==> src/design/agl1_ram.sv <==
`default_nettype none
module agl1_ram #(
  parameter int unsigned WIDTH = 8,
  parameter int unsigned DEPTH = 16,
  localparam int unsigned AW = (DEPTH > 1) ? $clog2(DEPTH) : 1
) (
  input  wire logic             clk_i,
  input  wire logic             we_i,
  input  wire logic [AW-1:0]    addr_i,
  input  wire logic [WIDTH-1:0] wdata_i,
  output logic      [WIDTH-1:0] rdata_o
);

  logic [WIDTH-1:0] mem_q [DEPTH];
  logic [WIDTH-1:0] rdata_q;

  always_ff @(posedge clk_i) begin
    if (we_i) begin
      mem_q[addr_i] <= wdata_i;
    end
    rdata_q <= mem_q[addr_i];
  end

  assign rdata_o = rdata_q;

endmodule
`default_nettype wire

==> config.mk <==
export PLATFORM = sky130hd
export DESIGN_NAME = agl1_ram
export DESIGN_NICKNAME = d
export VERILOG_FILES = /design/src/design/agl1_ram.sv
export SDC_FILE = /design/constraint.sdc
export NUM_CORES = 1
export LEC_CHECK = 0
export BUFFER_PORTS_ARGS = -buffer_cell sky130_fd_sc_hd__buf_2
export CAP_MARGIN = 20
export CORE_MARGIN = 3
export CORE_UTILIZATION = 53
export CTS_BUF_LIST = sky130_fd_sc_hd__clkbuf_8
export DETAILED_ROUTE_END_ITERATION = 7
export PLACE_DENSITY = 0.81
export SLEW_MARGIN = 20
export SYNTH_ARGS = -nofsm -noshare
export SYNTH_HDL_FRONTEND = slang
export SYNTH_SLANG_ARGS = --single-unit
==> constraint.sdc <==
create_clock -name clk_i -period 2.8 [get_ports clk_i]
set_input_delay 0.28 -clock clk_i [delete_from_list [all_inputs] [get_ports clk_i]]
set_output_delay 0.28 -clock clk_i [all_outputs]
set_load 0.03 [all_outputs]
==> summary.md <==
| Metric | Value |
|---|---|
| DR vias/cell | ~5.7 |
| DRT iter0 DRCs | between 200 and 250 |
| Power, Total | approximately 4.1 mW |
| 1st-pass router iterations | 4 |
| Crit start category | input port |
| Initial antenna violation count | 0 |
| Static Leak | about 1.9 nW |
| ANT cells | 0 |
| Gr ovfl total | 0 |
| Worst vdd ir | ~0.77 mV |
| Worst flop-to-flop path startpoint | mem_q[2][3] |
| Area Overhead vs Synth | 14.6% |
| Pins Over Slew Limit | 0 |
| Setup_tns | 0 ps |
| Final Util | 0.626 |
| Post-DP HPWL | ~6000 um |
| IO Port Bufs | 21 |
| Die Footprint | roughly 0.011 mm2 |
| Hold slack | around 240 ps |
| Post-cts sizing count | 0 |
| Row cnt | 35 |
| H-Tree Depth | 4 |
| CP Class | in -> reg |
| Post-route minimum period | 1730 ps |
| Number of synthesized register bits | approximately 140 |
| Final hold violations | 0 |
| CP arrival | roughly 1800 ps |
| DR DRC count | 0 |
| # hold bufs at CTS | 0 |
| Worst-path clk slew | about 80 ps |
| RSZ-0062 raised after global routing | no |
| Worst hold stages | 1 |
| CTS tree | done |
| Synth warnings | 0 |
| Worst Min Path Start | wdata_i[0] |
| Design area | a little under 0.006 mm2 |
| Post-synth top area cell | edfxtp_1 |
| Final setup skew | about 7.2 ps |
| Cell area after placement | about 0.0054 mm2 |
| Fin crit share | 0.618 |
| Max transition margin | 0.277 |
| Worst Hold Path EP | mem_q[9][0] |
| Total clock sinks | between 100 and 150 |
| PwrDens | 706 mW/mm2 |
| # nets final | 288 |
| Synth unique cells | 18 |
| Crit end category | flip-flop |
| Reg2Reg Setup Slack | about 1400 ps |
| Total CTS buffers | 17 |
| Syn nets | 244 |
| Vias in the first global route | approximately 2.5k |
| CP required | around 2900 ps |
| Number of routed nets with antenna violations | 0 |
| First-pass GRT wire length | roughly 15000 um |
| Initial Util | 0.546 |
| Synth top area share | 0.759 |
| Setup Buffers After CTS | 0 |
| R2R cell count | 3 |
| Ratio of cells with drive above 1 in the final layout | 0.355 |
| Top cells by area, synth | edfxtp_1 76%, mux4_2 14%, dfxtp_1 3.2%, a22oi_1 2.4%, nor2_1 0.96% |
| Most frequent cells in the layout | 128 x edfxtp_1, 32 x mux4_2, 21 x buf_2 |
| RD Place Congestion | ~0.80 |
| Sequential element share of the synthesized area | 0.790 |
| Vias | roughly 2.4k |
| Max cap viols | 0 |
| Cell Area, Synth | roughly 0.0051 mm2 |
| Crit Path Max Fanout | 8 |
| Setup Viol. Count Final | 0 |
| Clk Latency, worst-skew pair | 430 ps |
| Status | finished clean |
| Placeable Area | between 0.009 and 0.01 mm2 |
| Gr usage total | 0.189 |
| Post-Syn Instances | 230 |
| Die X | between 100 and 150 um |
| Post-Route WL | a little over 9000 um |
| Most common cell after layout, fill and taps aside | edfxtp_1 |
| CTS Buffer Depth | 2 |
| Die Height | slightly above 100 um |
| Hold Crit Class | in -> reg |
| Syn avg cell area | around 22 um2 |
| Wire per inst | around 22 um |
| I/O pins | 22 |
| Worst Max-Slew Pin Slew | ~1100 ps |
| Clock root cell | clkbuf_8 |
| F_max | slightly below 0.6 GHz |
| Pin count of the biggest net entering global routing | 24 |
| Fill count | between 600 and 700 |
| Critical R2R Capture | rdata_o[3] |
==> where the power goes <==
part / leakage [nW] / switching [mW] / internal [mW]
clock network: 0.187 / 0.778 / 0.807
logic: 0.478 / 0.143 / 0.0888
registers: 1.22 / 0.0125 / 2.27
==> state kept, by name (all words and copies together) (netlist names) <==
| name | count |
|---|---|
| mem_q | 128 |
| rdata_o | 8 |
==> metrics by stage <==
stage / setup slack (ps) / cells
2_1_floorplan: 1030 / 230
3_3_place_gp: 725 / 384
3_5_place_dp: 627 / 384
4_1_cts: 1070 / 416
5_1_grt: 1000 / 416
6_report: 1070 / 416
==> critical path, stage by stage <==
cell,delay (ps)
buf_2,130
or3b_2,520
nor3_1,840
==> Yosys cell counts, drive strengths merged <==
cell,instances
edfxtp,128
a22oi,16
nand3,1
nor3,4
nand3b,2
nand2,9
nand2b,2
mux4,32
clkbuf,3
nor2,13
and2,1
dfxtp,8
buf,8
nor2b,2
or3b,1
==> worst max path at each step <==
stage	from	end	slack [ps]	cells after the start
after floorplan	addr_i[2]	mem_q[0][0]	1030	2
after global placement	addr_i[0]	mem_q[12][2]	720	3
final	addr_i[2]	mem_q[0][2]	1070	3
after detailed placement	addr_i[2]	mem_q[0][4]	630	3
after global routing	addr_i[2]	mem_q[0][1]	1000	3
after CTS	addr_i[0]	mem_q[12][6]	1070	3
==> cell families after synthesis <==
group                  after synthesis  synth area share
DFF                                136             0.790
and+or+nand+nor                     35            0.0321
muxes                               32             0.142
AOI/OAI and AO/OA                   16            0.0237
buffers and inverters               11            0.0119
==> cell type report <==
| type | instances | area, um2 | share of cell area |
|---|---|---|---|
| Clock inverter | 15 | 170 | 0.0293 |
| Sequential cell | 136 | 4000 | 0.689 |
| Multi-Input combinational cell | 83 | 1010 | 0.174 |
| Tap cell | 129 | 161 | 0.0278 |
| Clock buffer | 17 | 234 | 0.0403 |
| Timing Repair Buffer | 36 | 230 | 0.0396 |
==> routing by layer <==
| metal | up-vias | share of wire | global-route usage |
|---|---|---|---|
| met2 | 84 | 0.52 | 0.301 |
| met4 | 0 | 0.018 | 0.0788 |
| met3 | 14 | 0.060 | 0.0536 |
| met1 | 1236 | 0.41 | 0.249 |
| met5 | - | 0 | 0 |
| li1 | 1050 | - | - |
Power figures use the tool's default switching activity.
